<file path="config.mk">
export PLATFORM = sky130hd
export DESIGN_NAME = integer_to_radix_ascii_top
export DESIGN_NICKNAME = d
export VERILOG_FILES = /design/src/hw/rtl/itra_pkg.sv /design/src/hw/rtl/itra_divider.sv /design/src/hw/rtl/itra_seq.sv /design/src/hw/rtl/integer_to_radix_ascii_top.sv
export SDC_FILE = /design/constraint.sdc
export NUM_CORES = 1
export LEC_CHECK = 0
export ABC_CLOCK_PERIOD_IN_PS = 4400
export BUFFER_PORTS_ARGS = -buffer_cell sky130_fd_sc_hd__clkbuf_2
export CORE_MARGIN = 5
export CORE_UTILIZATION = 61
export DETAILED_ROUTE_END_ITERATION = 8
export PLACE_DENSITY = 0.82
export SETUP_SLACK_MARGIN = 0.1
export SLEW_MARGIN = 40
export SYNTH_ARGS = -nofsm -noshare
export SYNTH_HDL_FRONTEND = slang
export SYNTH_SLANG_ARGS = --single-unit
export TNS_END_PERCENT = 20
</file>
<file path="constraint.sdc">
create_clock -name clk -period 4.4 [get_ports clk]
set_clock_uncertainty 0.05 [all_clocks]
set_input_delay 0.22 -clock clk [delete_from_list [all_inputs] [get_ports clk]]
set_output_delay 0.22 -clock clk [all_outputs]
set_load 0.005 [all_outputs]
</file>
<file path="src/hw/rtl/itra_pkg.sv">
// Shared constants, types and the digit-to-ASCII mapping for the radix converter.
`timescale 1ns / 1ps
`default_nettype none
package itra_pkg;

	// Input and output field widths.
	localparam int VALUE_BITS = 31;
	localparam int RADIX_BITS = 5;
	localparam int CHAR_BITS  = 7;
	localparam int DIGIT_BITS = 4;

	// Divider step counter and digit stack sizing.
	localparam int CNT_W = $clog2(VALUE_BITS + 1);
	localparam int IDX_W = $clog2(VALUE_BITS);

	// Radix limits and the base that takes the optional prefix.
	localparam logic [RADIX_BITS-1:0] RADIX_MIN = RADIX_BITS'(2);
	localparam logic [RADIX_BITS-1:0] RADIX_MAX = RADIX_BITS'(16);
	localparam logic [RADIX_BITS-1:0] RADIX_HEX = RADIX_BITS'(16);

	// ASCII codes.
	localparam logic [CHAR_BITS-1:0] ASCII_ZERO  = 7'h30;
	localparam logic [CHAR_BITS-1:0] ASCII_UPPER = 7'h41;
	localparam logic [CHAR_BITS-1:0] ASCII_LOWER = 7'h61;
	localparam logic [CHAR_BITS-1:0] ASCII_X     = 7'h78;

	// Configuration register indexes.
	localparam logic CFG_LOWERCASE  = 1'b0;
	localparam logic CFG_HEX_PREFIX = 1'b1;

	// Request to the shared divider.
	typedef struct packed {
		logic                    start;
		logic [VALUE_BITS-1:0]   dividend;
		logic [RADIX_BITS-1:0]   divisor;
	} div_req_t;

	// Answer from the shared divider, valid while done is high.
	typedef struct packed {
		logic                    done;
		logic [VALUE_BITS-1:0]   quotient;
		logic [DIGIT_BITS-1:0]   remainder;
	} div_rsp_t;

	// Map a digit value to its ASCII character.
	function automatic logic [CHAR_BITS-1:0] digit_char(input logic [DIGIT_BITS-1:0] d,
		input logic lower);
		logic [CHAR_BITS-1:0] base;
		begin
			base = lower ? ASCII_LOWER : ASCII_UPPER;
			if (d < DIGIT_BITS'(10)) begin
				digit_char = ASCII_ZERO + CHAR_BITS'(d);
			end else begin
				digit_char = base + CHAR_BITS'(d) - CHAR_BITS'(10);
			end
		end
	endfunction

endpackage
`default_nettype wire

</file>
<file path="src/hw/rtl/itra_divider.sv">
// Restoring divider: one quotient bit per cycle, small divisor, narrow remainder.
`timescale 1ns / 1ps
`default_nettype none
module itra_divider (
	input  wire                clk,
	input  wire                arst_n,
	input  itra_pkg::div_req_t req,
	output itra_pkg::div_rsp_t rsp
);
	import itra_pkg::*;

	logic [VALUE_BITS-1:0] dvd_q;
	logic [DIGIT_BITS-1:0] rem_q;
	logic [RADIX_BITS-1:0] dvs_q;
	logic [CNT_W-1:0]      cnt_q;
	logic                  busy_q;
	logic                  done_q;
	logic [RADIX_BITS-1:0] shifted;
	logic                  fits;
	logic [RADIX_BITS-1:0] diff;

	// One trial subtraction of the divisor from the shifted partial remainder.
	always_comb begin
		shifted = {rem_q, dvd_q[VALUE_BITS-1]};
		fits    = shifted >= dvs_q;
		diff    = shifted - dvs_q;
	end

	// Payload: dividend shifts out at the top while quotient bits enter at the bottom.
	always_ff @(posedge clk) begin
		if (req.start) begin
			dvd_q <= req.dividend;
			rem_q <= '0;
			dvs_q <= req.divisor;
		end else if (busy_q) begin
			dvd_q <= {dvd_q[VALUE_BITS-2:0], fits};
			rem_q <= fits ? diff[DIGIT_BITS-1:0] : shifted[DIGIT_BITS-1:0];
		end
	end

	// Step counter and done pulse.
	always_ff @(posedge clk or negedge arst_n) begin
		if (!arst_n) begin
			cnt_q  <= '0;
			busy_q <= 1'b0;
			done_q <= 1'b0;
		end else begin
			done_q <= 1'b0;
			if (req.start) begin
				cnt_q  <= CNT_W'(VALUE_BITS);
				busy_q <= 1'b1;
			end else if (busy_q) begin
				cnt_q <= cnt_q - CNT_W'(1);
				if (cnt_q == CNT_W'(1)) begin
					busy_q <= 1'b0;
					done_q <= 1'b1;
				end
			end
		end
	end

	assign rsp.done      = done_q;
	assign rsp.quotient  = dvd_q;
	assign rsp.remainder = rem_q;

endmodule
`default_nettype wire

</file>
<file path="src/hw/rtl/itra_seq.sv">
// Sequencer: drives the divider per digit, stacks the digits and emits characters.
`timescale 1ns / 1ps
`default_nettype none
module itra_seq (
	input  wire                               clk,
	input  wire                               arst_n,
	input  wire                               in_valid,
	output logic                              in_ready,
	input  wire  [itra_pkg::VALUE_BITS-1:0]   in_value,
	input  wire  [itra_pkg::RADIX_BITS-1:0]   in_radix,
	input  wire                               lower,
	input  wire                               hex_prefix,
	output itra_pkg::div_req_t                div_req,
	input  itra_pkg::div_rsp_t                div_rsp,
	output logic                              out_valid,
	input  wire                               out_ready,
	output logic [itra_pkg::CHAR_BITS-1:0]    out_char,
	output logic                              out_last
);
	import itra_pkg::*;

	typedef enum logic [2:0] {
		S_IDLE,
		S_DIV,
		S_PFX_ZERO,
		S_PFX_X,
		S_DIGITS,
		S_SINGLE
	} state_t;

	state_t                state_q;
	logic [VALUE_BITS-1:0] val_q;
	logic [RADIX_BITS-1:0] radix_q;
	logic                  start_q;
	logic [CNT_W-1:0]      n_q;
	logic [DIGIT_BITS-1:0] stack_q [VALUE_BITS];
	logic                  out_valid_q;
	logic [CHAR_BITS-1:0]  out_char_q;
	logic                  out_last_q;
	logic                  accept;
	logic                  slot_free;
	logic                  special;
	logic [CNT_W-1:0]      top_idx;

	// Handshake and decoding of the incoming request.
	always_comb begin
		accept    = in_valid && (state_q == S_IDLE);
		slot_free = !out_valid_q || out_ready;
		special   = (in_value == '0) || (in_radix < RADIX_MIN) || (in_radix > RADIX_MAX);
		top_idx   = n_q - CNT_W'(1);
	end

	// Digit stack: remainders pushed least significant first.
	always_ff @(posedge clk) begin
		if (state_q == S_DIV && div_rsp.done) begin
			stack_q[n_q[IDX_W-1:0]] <= div_rsp.remainder;
		end
	end

	// Main state machine with the output register.
	always_ff @(posedge clk or negedge arst_n) begin
		if (!arst_n) begin
			state_q     <= S_IDLE;
			val_q       <= '0;
			radix_q     <= '0;
			start_q     <= 1'b0;
			n_q         <= '0;
			out_valid_q <= 1'b0;
			out_char_q  <= '0;
			out_last_q  <= 1'b0;
		end else begin
			start_q <= 1'b0;
			if (out_ready) begin
				out_valid_q <= 1'b0;
			end
			case (state_q)
				S_IDLE: begin
					if (accept) begin
						val_q   <= in_value;
						radix_q <= in_radix;
						n_q     <= '0;
						if (special) begin
							state_q <= S_SINGLE;
						end else begin
							state_q <= S_DIV;
							start_q <= 1'b1;
						end
					end
				end
				S_DIV: begin
					if (div_rsp.done) begin
						n_q <= n_q + CNT_W'(1);
						if (div_rsp.quotient == '0) begin
							if (radix_q == RADIX_HEX && hex_prefix) begin
								state_q <= S_PFX_ZERO;
							end else begin
								state_q <= S_DIGITS;
							end
						end else begin
							val_q   <= div_rsp.quotient;
							start_q <= 1'b1;
						end
					end
				end
				S_PFX_ZERO: begin
					if (slot_free) begin
						out_valid_q <= 1'b1;
						out_char_q  <= ASCII_ZERO;
						out_last_q  <= 1'b0;
						state_q     <= S_PFX_X;
					end
				end
				S_PFX_X: begin
					if (slot_free) begin
						out_valid_q <= 1'b1;
						out_char_q  <= ASCII_X;
						out_last_q  <= 1'b0;
						state_q     <= S_DIGITS;
					end
				end
				S_DIGITS: begin
					if (slot_free) begin
						out_valid_q <= 1'b1;
						out_char_q  <= digit_char(stack_q[top_idx[IDX_W-1:0]], lower);
						out_last_q  <= (n_q == CNT_W'(1));
						n_q         <= top_idx;
						if (n_q == CNT_W'(1)) begin
							state_q <= S_IDLE;
						end
					end
				end
				S_SINGLE: begin
					if (slot_free) begin
						out_valid_q <= 1'b1;
						out_char_q  <= ASCII_ZERO;
						out_last_q  <= 1'b1;
						state_q     <= S_IDLE;
					end
				end
				default: begin
					state_q <= S_IDLE;
				end
			endcase
		end
	end

	assign in_ready         = (state_q == S_IDLE);
	assign div_req.start    = start_q;
	assign div_req.dividend = val_q;
	assign div_req.divisor  = radix_q;
	assign out_valid        = out_valid_q;
	assign out_char         = out_char_q;
	assign out_last         = out_last_q;

endmodule
`default_nettype wire

</file>
<file path="src/hw/rtl/integer_to_radix_ascii_top.sv">
// Top level of the integer to radix ASCII converter: registers, sequencer and divider.
// Operation: each digit takes one pass of the shared divider; the characters then leave most
// significant first, after the 0x prefix for radix 16 when enabled; a special case answers with a single 0.
// Flow: one request at a time; the single shared divider retires one quotient bit per cycle.
// Reset: arst_n clears control state asynchronously; lowercase off, hex prefix on.
`timescale 1ns / 1ps
`default_nettype none
module integer_to_radix_ascii_top (
	input  wire        clk,
	input  wire        arst_n,
	input  wire        s_axis_tvalid,
	output logic       s_axis_tready,
	input  wire [39:0] s_axis_tdata,  // [30:0] value, [35:31] radix, [39:36] zero
	output logic       m_axis_tvalid,
	input  wire        m_axis_tready,
	output logic [7:0] m_axis_tdata,  // [6:0] character, [7] zero
	output logic       m_axis_tlast,
	input  wire        cfg_we,
	input  wire        cfg_index,
	input  wire        cfg_data
);
	import itra_pkg::*;

	logic                 lower_q;
	logic                 hex_prefix_q;
	div_req_t             div_req;
	div_rsp_t             div_rsp;
	logic [CHAR_BITS-1:0] out_char;

	// Configuration registers.
	always_ff @(posedge clk or negedge arst_n) begin
		if (!arst_n) begin
			lower_q      <= 1'b0;
			hex_prefix_q <= 1'b1;
		end else if (cfg_we) begin
			case (cfg_index)
				CFG_LOWERCASE:  lower_q      <= cfg_data;
				CFG_HEX_PREFIX: hex_prefix_q <= cfg_data;
				default: ;
			endcase
		end
	end

	// Digit sequencer.
	itra_seq u_seq (
		.clk        (clk),
		.arst_n     (arst_n),
		.in_valid   (s_axis_tvalid),
		.in_ready   (s_axis_tready),
		.in_value   (s_axis_tdata[VALUE_BITS-1:0]),
		.in_radix   (s_axis_tdata[VALUE_BITS+RADIX_BITS-1:VALUE_BITS]),
		.lower      (lower_q),
		.hex_prefix (hex_prefix_q),
		.div_req    (div_req),
		.div_rsp    (div_rsp),
		.out_valid  (m_axis_tvalid),
		.out_ready  (m_axis_tready),
		.out_char   (out_char),
		.out_last   (m_axis_tlast)
	);

	// Shared divider.
	itra_divider u_div (
		.clk    (clk),
		.arst_n (arst_n),
		.req    (div_req),
		.rsp    (div_rsp)
	);

	assign m_axis_tdata = {1'b0, out_char};

endmodule
`default_nettype wire

</file>
==> results of run 1 <==
-- metrics by stage --
stage	instance area [µm²]	instances	power [mW]	hold WS, ps	setup WS, ps
after floorplan	10050	741	5.529	-125.6	641.5
after global placement	10520	988	6.190	392.2	1126
after detailed placement	10520	988	6.408	406.8	1022
after CTS	11720	1072	8.520	22.43	932.7
after global routing	11720	1072	9.006	56.72	716.5
final	11720	1072	8.574	21.73	908.2
-- report_power, final --
part | leakage, nW | switching [mW] | internal, mW
sequential | 2.24 | 0.445 | 3.01
combinational | 1.69 | 1.79 | 1.28
clock | 0.396 | 0.843 | 1.21
total | 4.33 | 3.08 | 5.50
-- metal layers --
layer	track usage (%)	wire length, µm	up-vias
met1	32.85	9081	3412
met5	0	0	-
met4	9.516	870	0
li1	-	-	2965
met3	5.041	1914	86
met2	41.73	12150	403
-- flip-flops by register name (all words and copies together) (netlist names) --
signal,count
hex_prefix_q,1
lower_q,1
u_div.busy_q,1
u_div.cnt_q,5
u_div.done_q,1
u_div.dvd_q,31
u_div.dvs_q,5
u_div.rem_q,4
u_seq.n_q,5
u_seq.out_char,7
u_seq.out_last,1
u_seq.out_valid,1
u_seq.radix_q,5
u_seq.stack_q,124
u_seq.start_q,1
u_seq.state_q,3
u_seq.val_q,31
-- synthesized netlist by cell type (all sizes together) (6+ instances only) --
master | n | area, µm²
a211oi | 8 | 60.06
a21o | 7 | 52.55
a21oi | 6 | 33.78
a22o | 7 | 61.31
a31oi | 36 | 225.2
buf | 8 | 63.80
clkbuf | 30 | 112.6
dfrtp | 62 | 1551
edfxtp | 160 | 4805
ha | 15 | 187.7
inv | 16 | 60.06
mux2 | 39 | 439.2
mux2i | 16 | 160.2
mux4 | 29 | 653.1
nand2 | 90 | 337.8
nand2b | 8 | 50.05
nand3 | 9 | 45.04
nor2 | 89 | 334.1
nor3 | 10 | 55.05
nor4 | 16 | 100.1
o21ai | 17 | 85.08
xnor2 | 9 | 78.83
-- worst min path at each step --
stage                        startpoint                           to  slack, ps  depth (start not counted)
after floorplan                  arst_n          lower_q$_DFFE_PN0P_       -130                          0
after global placement           arst_n  u_seq.val_q[18]$_DFFE_PN0P_        390                          2
after detailed placement         arst_n  u_seq.val_q[18]$_DFFE_PN0P_        410                          2
after CTS                     cfg_index          lower_q$_DFFE_PN0P_         20                          3
after global routing          cfg_index          lower_q$_DFFE_PN0P_         60                          3
final                     m_axis_tready    u_seq.out_valid$_DFF_PN0_         20                          3
-- kinds of logic after synthesis --
logic type / Yosys count / share of synthesized area [%]
AND/OR/NAND/NOR: 243 / 10.63
other: 1 / 0.03732
buffers and inverters: 54 / 2.353
adder cells (fa/ha/maj): 16 / 2.067
flip-flops: 227 / 64.31
multiplexers: 84 / 12.46
XOR/XNOR: 12 / 1.046
AO/OA/AOI/OAI: 104 / 7.085
-- final cells by class --
cell class	instances	share of cell area (%)
clock inverter	19	1.494
multi-input combinational	460	28.66
timing repair buffer	105	6.499
inverter	16	0.5123
clock buffer	25	5.336
sequential	227	55.15
tap	220	2.348
-- worst max-delay path, cell delays in order, from the launching register on --
cell     delay [ps]
dfrtp_1         420
inv_1           110
ha_1            310
buf_4           440
mux4_2          400
mux2i_1         200
mux2i_1         130
a22oi_1         460
ha_1            260
nand2_1          60
or2_2           270
a32o_1          240
==> run_results.csv, run 1 <==
group,metric,value,unit
outcome,status,"finished clean",
clocking,cts_setup_buffers,0,
die,core,0.01635,mm²
drt,avgRoutedWirePerCell,22.40,µm
drt,vias,6866,
setup_path,worstPathMaxFanout,38,
sta,max_freq,0.2864,GHz
clocking,hold_buffers,40,
clocking,cts_max_level,1,
sta,hold_viol,0,
placed_design,hpwl,14340,µm
grt,grt_pass1_vias,7154,
clocking,insertion_delay,530,ps
die,die_x,138.3,µm
sta,rsz0062_at_grt,"no",
clocking,cts_buffer_depth,3,
clocking,clk_transition_reported_paths,70,ps
flow_run,drv_cap,0,
power_and_ir_drop,ir_drop,0.0004390,V
sta,relSlewSlack,47.11,%
drt,vias_per_cell,6.405,
drt,drc,0,
placed_design,io_buffer_count,52,
yosys,synth_flop_cell,"edfxtp_1",
grt,antenna_found_initial,0,
final_layout,final_common_cell,"edfxtp_1",
setup_path,rr_worst_depth,11,
min_path,hold_class,"input pin to flip-flop",
placed_design,gp_congestion,0.8485,
power_and_ir_drop,powerDensity,731.3,mW/mm²
setup_path,worstSetupStartpoint,"u_seq.n_q[1]$_DFFE_PN0P_",
die,die-height,138.3,µm
setup_path,cp-endpoint,"u_seq.out_char[2]$_DFFE_PN0P_",
setup_path,reg2reg_to,"u_seq.out_char[2]$_DFFE_PN0P_",
yosys,netlist_area,0.01005,mm²
sta,setup_viol,0,
grt,grt_pass1_wl,38350,µm
drt,first_pass_iters,5,
final_layout,finalNetCount,897,
final_layout,n_antenna_cell,0,
die,start_util,61.46,%
die,ios,58,
setup_path,required,4760,ps
setup_path,cp.arrival,3850,ps
sta,worst_slew_pin_slew,793.3,ps
final_layout,regArea,0.006466,mm²
sta,period_needed,3492,ps
setup_path,startpoint_type,"flip-flop",
die,die-area,0.01914,mm²
final_layout,area.growth.synth_to_final,16.67,%
final_layout,multi_input_area,0.003359,mm²
drt,drtAntennaViolNets,0,
yosys,ys_seq_area_share,64.31,%
sta,fin_setup_tns,0,ps
setup_path,rrSetupSlack,910,ps
sta,finalMaxSlewViolations,0,
final_layout,layout-drive-gt1-share,21.83,%
clocking,cts_tree,"yes",
yosys,synth_warnings,0,
setup_path,end_kind,"flip-flop",
yosys,synth_cell_types,56,
yosys,synth_edf_count,160,
grt,grt-ovfl-total,0,
grt,grtUsageTotal,25.01,%
grt,grt_max_degree,64,
power_and_ir_drop,p_leak,4.328,nW
final_layout,fillCellCount,995,
clocking,clock_sinks,227,
yosys,syn_avg_cell_area,13.56,µm²
final_layout,final_cell_mix,"edfxtp_1 (160), nand2_1 (90), nor2_1 (89), dfrtp_1 (60), clkbuf_2 (52)",
final_layout,finish.utilization,71.71,%
yosys,ys_async_sr_fraction,27.75,%
drt,drt_iter0_drc,803,
setup_path,crit_type,"flip-flop to flip-flop",
yosys,synth_nets,804,
die,num_rows,47,
yosys,postSynthCellCount,741,
yosys,ys_ff_latch,227,
clocking,cts_buffers,24,
clocking,cts_resized,0,
setup_path,r2r_start,"u_seq.n_q[1]$_DFFE_PN0P_",
sta,final.period_utilization,79.36,%
clocking,root_buffer,"clkbuf_16",
drt,drt_wl_total,24020,µm
Power figures use the tool's default switching activity.
==> run 2, diff against run 1 <==
ABC_CLOCK_PERIOD_IN_PS = 3000   (was 4400)
CORE_UTILIZATION = 55   (was 61)
PLACE_DENSITY = 0.78   (was 0.82)
clock period = 3 ns   (was 4.4 ns; I/O delays follow)
==> run 2 against run 1 <==
Compared with the run above: worst hold slack better by 22 ps; cell count up 3.7%; global-route usage shrank 2.4 points; register-to-register slack lost 800 ps; flip-flop and latch count stayed put; design area grew 3.2%; maximum frequency rose by 21%; die area up 10%; sequential share of layout area is 1.7 points lower; first-iteration DRC count fell by 25%; non-clock buffer count grew 28; largest cell class unchanged; highest routed layer unchanged.
==> run_results.csv, run 2 (synthesis gave the netlist of run 1 again) <==
group,metric,value,unit
drt,drtAntennaViolNets,0,
grt,grtUsageTotal,22.61,%
final_layout,finalNetCount,925,
drt,vias_per_cell,6.144,
power_and_ir_drop,p_leak,4.487,nW
die,die_x,145.2,µm
sta,final.period_utilization,96.44,%
sta,worst_slew_pin_slew,776.1,ps
outcome,status,"finished clean",
final_layout,area.growth.synth_to_final,20.36,%
power_and_ir_drop,powerDensity,1089,mW/mm²
die,core,0.01796,mm²
clocking,clk_transition_reported_paths,60,ps
setup_path,required,3340,ps
sta,period_needed,2893,ps
sta,hold_viol,0,
die,num_rows,49,
setup_path,critical_path_depth,8,
final_layout,final_cell_mix,"edfxtp_1 (160), nand2_1 (90), nor2_1 (89), dfrtp_1 (61), clkbuf_2 (52)",
die,start_util,55.94,%
setup_path,slowest_delay,540,ps
setup_path,rr_worst_depth,8,
drt,avgRoutedWirePerCell,21.73,µm
setup_path,crit_type,"flip-flop to flip-flop",
sta,relSlewSlack,48.26,%
sta,max_freq,0.3456,GHz
final_layout,postLayoutCellArea,0.01209,mm²
sta,finalMaxSlewViolations,0,
drt,vias,6832,
sta,hold-worst-slack,43.63,ps
flow_run,drv_cap,0,
placed_design,placed_area,0.01070,mm²
die,ios,58,
grt,grt_max_degree,63,
setup_path,startpoint_type,"flip-flop",
placed_design,gp_congestion,0.8437,
setup_path,crit_slowest_cell,"mux4_2",
clocking,cts_buffers,24,
grt,grt_pass1_vias,7267,
power_and_ir_drop,ir_drop,0.0008709,V
setup_path,critPathMostFrequentCell,"mux4_2",
clocking,cts_tree,"yes",
final_layout,final_common_cell,"edfxtp_1",
final_layout,largest_reg_flops,124,
setup_path,end_kind,"flip-flop",
sta,fin_setup_tns,0,ps
clocking,insertion_delay,510,ps
min_path,hold_class,"input pin to flip-flop",
placed_design,hpwl,14440,µm
min_path,whs_path_depth,4,
grt,grt_pass1_wl,38980,µm
clocking,cts_buffer_depth,3,
die,die-area,0.02107,mm²
setup_path,cp.arrival,3230,ps
setup_path,cp_num_buf_inv,1,
clocking,clock_sinks,227,
sta,rsz0062_at_grt,"yes",
setup_path,worstPathMaxFanout,16,
drt,drt_iter0_drc,603,
grt,grt-ovfl-total,0,
setup_path,path_cells,"buf_12 -> mux4_2 -> mux4_2 -> a21oi_4 -> ha_2 -> nand2_1 -> or2_4 -> a32o_1",
grt,antenna_found_initial,4,
setup_path,critical_path.top_delay_family,"multiplexers",
final_layout,layout-drive-gt1-share,24.80,%
drt,drc,0,
drt,first_pass_iters,5,
die,die-height,145.2,µm
sta,setup_viol,0,
clocking,root_buffer,"clkbuf_16",
drt,drt_wl_total,24170,µm
placed_design,io_buffer_count,52,
clocking,cts_max_level,1,
[run 2: area by class of cell]
type | count | area, µm²
inverters | 16 | 67.56
fillers | 1162 | 5869
clock inverters | 11 | 107.6
flip-flops and latches | 227 | 6464
well taps | 229 | 286.5
clock buffers | 32 | 671.9
repair buffers | 133 | 1059
diodes | 4 | 10.01
multi-input cells | 460 | 3428
[run 2: timing repair]
| item | CTS | global route |
|---|---|---|
| cloned | 1 | 0 |
| pin swaps | 2 | 0 |
| hold buffers | 43 | 0 |
| setup buffers | 9 | 0 |
| hold endpoints to repair | 102 | 0 |
| resized for setup | 8 | 4 |
| endpoints found under the setup margin | 2 | 6 |
[run 2: final timing paths]
| check | start | endpoint | slack, ps |
|---|---|---|---|
| hold reg to reg | u_seq.radix_q[2]$_DFFE_PN0P_ | u_div.dvs_q[2]$_DFFE_PP_ | 430 |
| max in group asynchronous | arst_n | u_div.cnt_q[0]$_DFFE_PN0P_ | 2220 |
| setup / recovery | u_seq.n_q[0]$_DFFE_PN0P_ | u_seq.out_char[2]$_DFFE_PN0P_ | 110 |
| min in group asynchronous | arst_n | u_seq.state_q[0]$_DFFE_PN0P_ | 130 |
| setup reg to reg | u_seq.n_q[0]$_DFFE_PN0P_ | u_seq.out_char[2]$_DFFE_PN0P_ | 110 |
| hold / removal | s_axis_tvalid | u_seq.state_q[2]$_DFFE_PN0P_ | 40 |
[run 2: tightest hold or removal path, delay by kind of cell]
kind | cells | cell delay, ps
compound gates | 3 | 300
buf+inv | 1 | 110
[run 2: through the flow]
stage / util (%) / worst slack (ps) / power (mW) / cells
finish: 67.33 / 106.8 / 13.17 / 1112
floorplan: - / -198.6 / 8.239 / 741
global route: 67.33 / 24.05 / 13.85 / 1112
global placement: 59.58 / 96.14 / 9.428 / 1012
detailed placement: 59.58 / -49.98 / 9.737 / 1012
CTS: 67.17 / 106.5 / 13.06 / 1108
[run 2: per-layer routing]
metal  wire length [µm]  GRT usage, %
met5                  0             0
met2              12520         40.41
met1               9125         27.98
met3               1649         3.399
met4                875         8.256
[run 2: power breakdown]
part	switching, mW	internal [mW]
Clock	1.20	1.74
Combinational	2.90	2.38
Sequential	0.536	4.41
==> run 3, diff against run 2 <==
CORE_MARGIN = 2   (was 5)
PLACE_DENSITY = 0.76   (was 0.78)
==> run 3 against run 2 <==
Compared with the run above: wire length is 3.8% lower; worst setup slack got worse by 32 ps; critical endpoint unchanged; power down 1.2%; clock power up 3%; die area down 8.1%; cell count decreased by 0.99%.
==> run_results.csv, run 3 (synthesis gave the netlist of run 1 again) <==
group,metric,value,unit
setup_path,cp.arrival,3270,ps
final_layout,regArea,0.006464,mm²
die,die_x,139.2,µm
sta,finalMaxSlewViolations,0,
power_and_ir_drop,ir_drop,0.0009623,V
drt,avgRoutedWirePerCell,21.12,µm
drt,vias_per_cell,6.172,
clocking,clk_transition_reported_paths,60,ps
clocking,root_buffer,"clkbuf_16",
sta,hold_viol,0,
clocking,cts_buffer_depth,3,
clocking,insertion_delay,500,ps
drt,drtAntennaViolNets,0,
final_layout,final_cells,1101,
setup_path,startpoint_type,"flip-flop",
die,start_util,55.94,%
flow_run,drv_cap,0,
grt,grt_pass1_wl,36510,µm
placed_design,hpwl,14170,µm
clocking,cts_buffers,23,
die,die-area,0.01937,mm²
setup_path,worstPathMaxFanout,10,
sta,hold-worst-slack,39.17,ps
drt,drc,0,
placed_design,gp_congestion,0.8474,
min_path,worstHoldStart,"cfg_we",
power_and_ir_drop,power_frac_seq,37.9,%
final_layout,final_common_cell,"edfxtp_1",
final_layout,final_cell_mix,"edfxtp_1 (160), nand2_1 (90), nor2_1 (89), dfrtp_1 (61), clkbuf_2 (51)",
die,ios,58,
power_and_ir_drop,internal_power,8.542,mW
outcome,status,"finished clean",
drt,drt_wl_total,23250,µm
setup_path,r2r_start,"u_seq.n_q[0]$_DFFE_PN0P_",
grt,grtUsageTotal,23.92,%
sta,setup_viol,0,
power_and_ir_drop,swShare,34.38,%
setup_path,cp_num_buf_inv,2,
power_and_ir_drop,clkPwrFrac,23.4,%
power_and_ir_drop,p_leak,4.486,nW
setup_path,slowest_delay,480,ps
grt,grt_max_degree,63,
power_and_ir_drop,powerDensity,1081,mW/mm²
power_and_ir_drop,total_power,13.02,mW
final_layout,multi_input_area,0.003395,mm²
placed_design,placed_area,0.01072,mm²
sta,relSlewSlack,53.18,%
die,die-height,139.2,µm
drt,drt_iter0_drc,513,
setup_path,crit_slowest_cell,"dfrtp_2",
setup_path,required,3340,ps
sta,fin_setup_tns,0,ps
sta,final.period_utilization,97.51,%
final_layout,fillCellCount,1169,
min_path,hold_class,"input pin to flip-flop",
final_layout,postLayoutCellArea,0.01204,mm²
sta,period_needed,2925,ps
grt,grt_pass1_vias,6816,
final_layout,layout-drive-gt1-share,24.00,%
setup_path,worstSetupStartpoint,"u_seq.n_q[0]$_DFFE_PN0P_",
drt,vias,6795,
final_layout,finalNetCount,918,
grt,grt-ovfl-total,0,
placed_design,dp_cells,1012,
sta,max_freq,0.3418,GHz
final_layout,area.growth.synth_to_final,19.85,%
grt,antenna_found_initial,2,
clocking,clock_sinks,227,
clocking,cts_tree,"yes",
setup_path,crit_type,"flip-flop to flip-flop",
die,core,0.01796,mm²
power_and_ir_drop,p_comb_share,38.7,%
setup_path,path_cells,"inv_8 -> ha_4 -> buf_12 -> mux4_2 -> a211oi_1 -> a311oi_1 -> a21oi_2 -> ha_2 -> nand2_1 -> or2_4 -> a32o_1",
drt,first_pass_iters,7,
placed_design,io_buffer_count,52,
setup_path,end_kind,"flip-flop",
clocking,cts_max_level,1,
sta,worst_slew_pin_slew,702.3,ps
final_layout,largest_reg_flops,124,
power_and_ir_drop,power.switching,4.475,mW
setup_path,critical_path.top_delay_family,"compound AO/OA/AOI/OAI gates",
sta,rsz0062_at_grt,"yes",
die,num_rows,49,
[run 3: path summary, 6_finish.rpt]
kind / slack, ps / cells after the start / to
min in group asynchronous: 80 / 2 / u_seq.out_char[5]$_DFFE_PN0P_
max reg2reg: 70 / 11 / u_seq.out_char[2]$_DFFE_PN0P_
max: 70 / 11 / u_seq.out_char[2]$_DFFE_PN0P_
max in group asynchronous: 2140 / 3 / u_div.cnt_q[3]$_DFFE_PN0P_
min: 40 / 3 / lower_q$_DFFE_PN0P_
min reg2reg: 420 / 0 / u_div.dvs_q[3]$_DFFE_PP_
[run 3: metrics by stage]
stage	worst slack (ps)	utilization [%]
2_1_floorplan	-198.6	-
5_1_grt	-46.20	67.04
3_3_place_gp	98.64	59.65
6_report	74.72	67.04
4_1_cts	103.3	66.79
3_5_place_dp	32.94	59.65
[run 3: area by class of cell]
class,count,area share [%]
tap,229,2.379
antenna,1,0.02078
clock inverter,16,1.756
inverter,16,0.5610
multi-input combinational,460,28.19
timing repair buffer,127,8.499
clock buffer,25,4.925
sequential,227,53.67
[run 3: layer usage]
| metal | track usage, % | wire length [µm] |
|---|---|---|
| met1 | 31.49 | 9028 |
| met5 | 0 | 10 |
| met3 | 4.006 | 1742 |
| met4 | 8.134 | 785 |
| met2 | 40.89 | 11690 |
[run 3: timing repair]
item	in CTS	in global routing
setup endpoints to repair	3	6
buffers inserted	3	1
hold buffers	41	0
pin swaps	1	0
hold endpoints to repair	67	0
resized for setup	2	1
cloned	1	0
[run 3: power by group through the flow]
stage	clock (mW)	combinational, mW	sequential [mW]
3_3_place_gp	0	4.49	4.91
5_1_grt	3.21	5.45	5.01
3_5_place_dp	0	4.69	4.96
4_1_cts	3.09	4.89	4.91
6_report	3.04	5.04	4.93
2_1_floorplan	0	3.35	4.89
[run 3: worst min-delay path, stage by stage]
cell,delay (ps)
clkbuf_2,90
nor2b_1,150
mux2_2,170
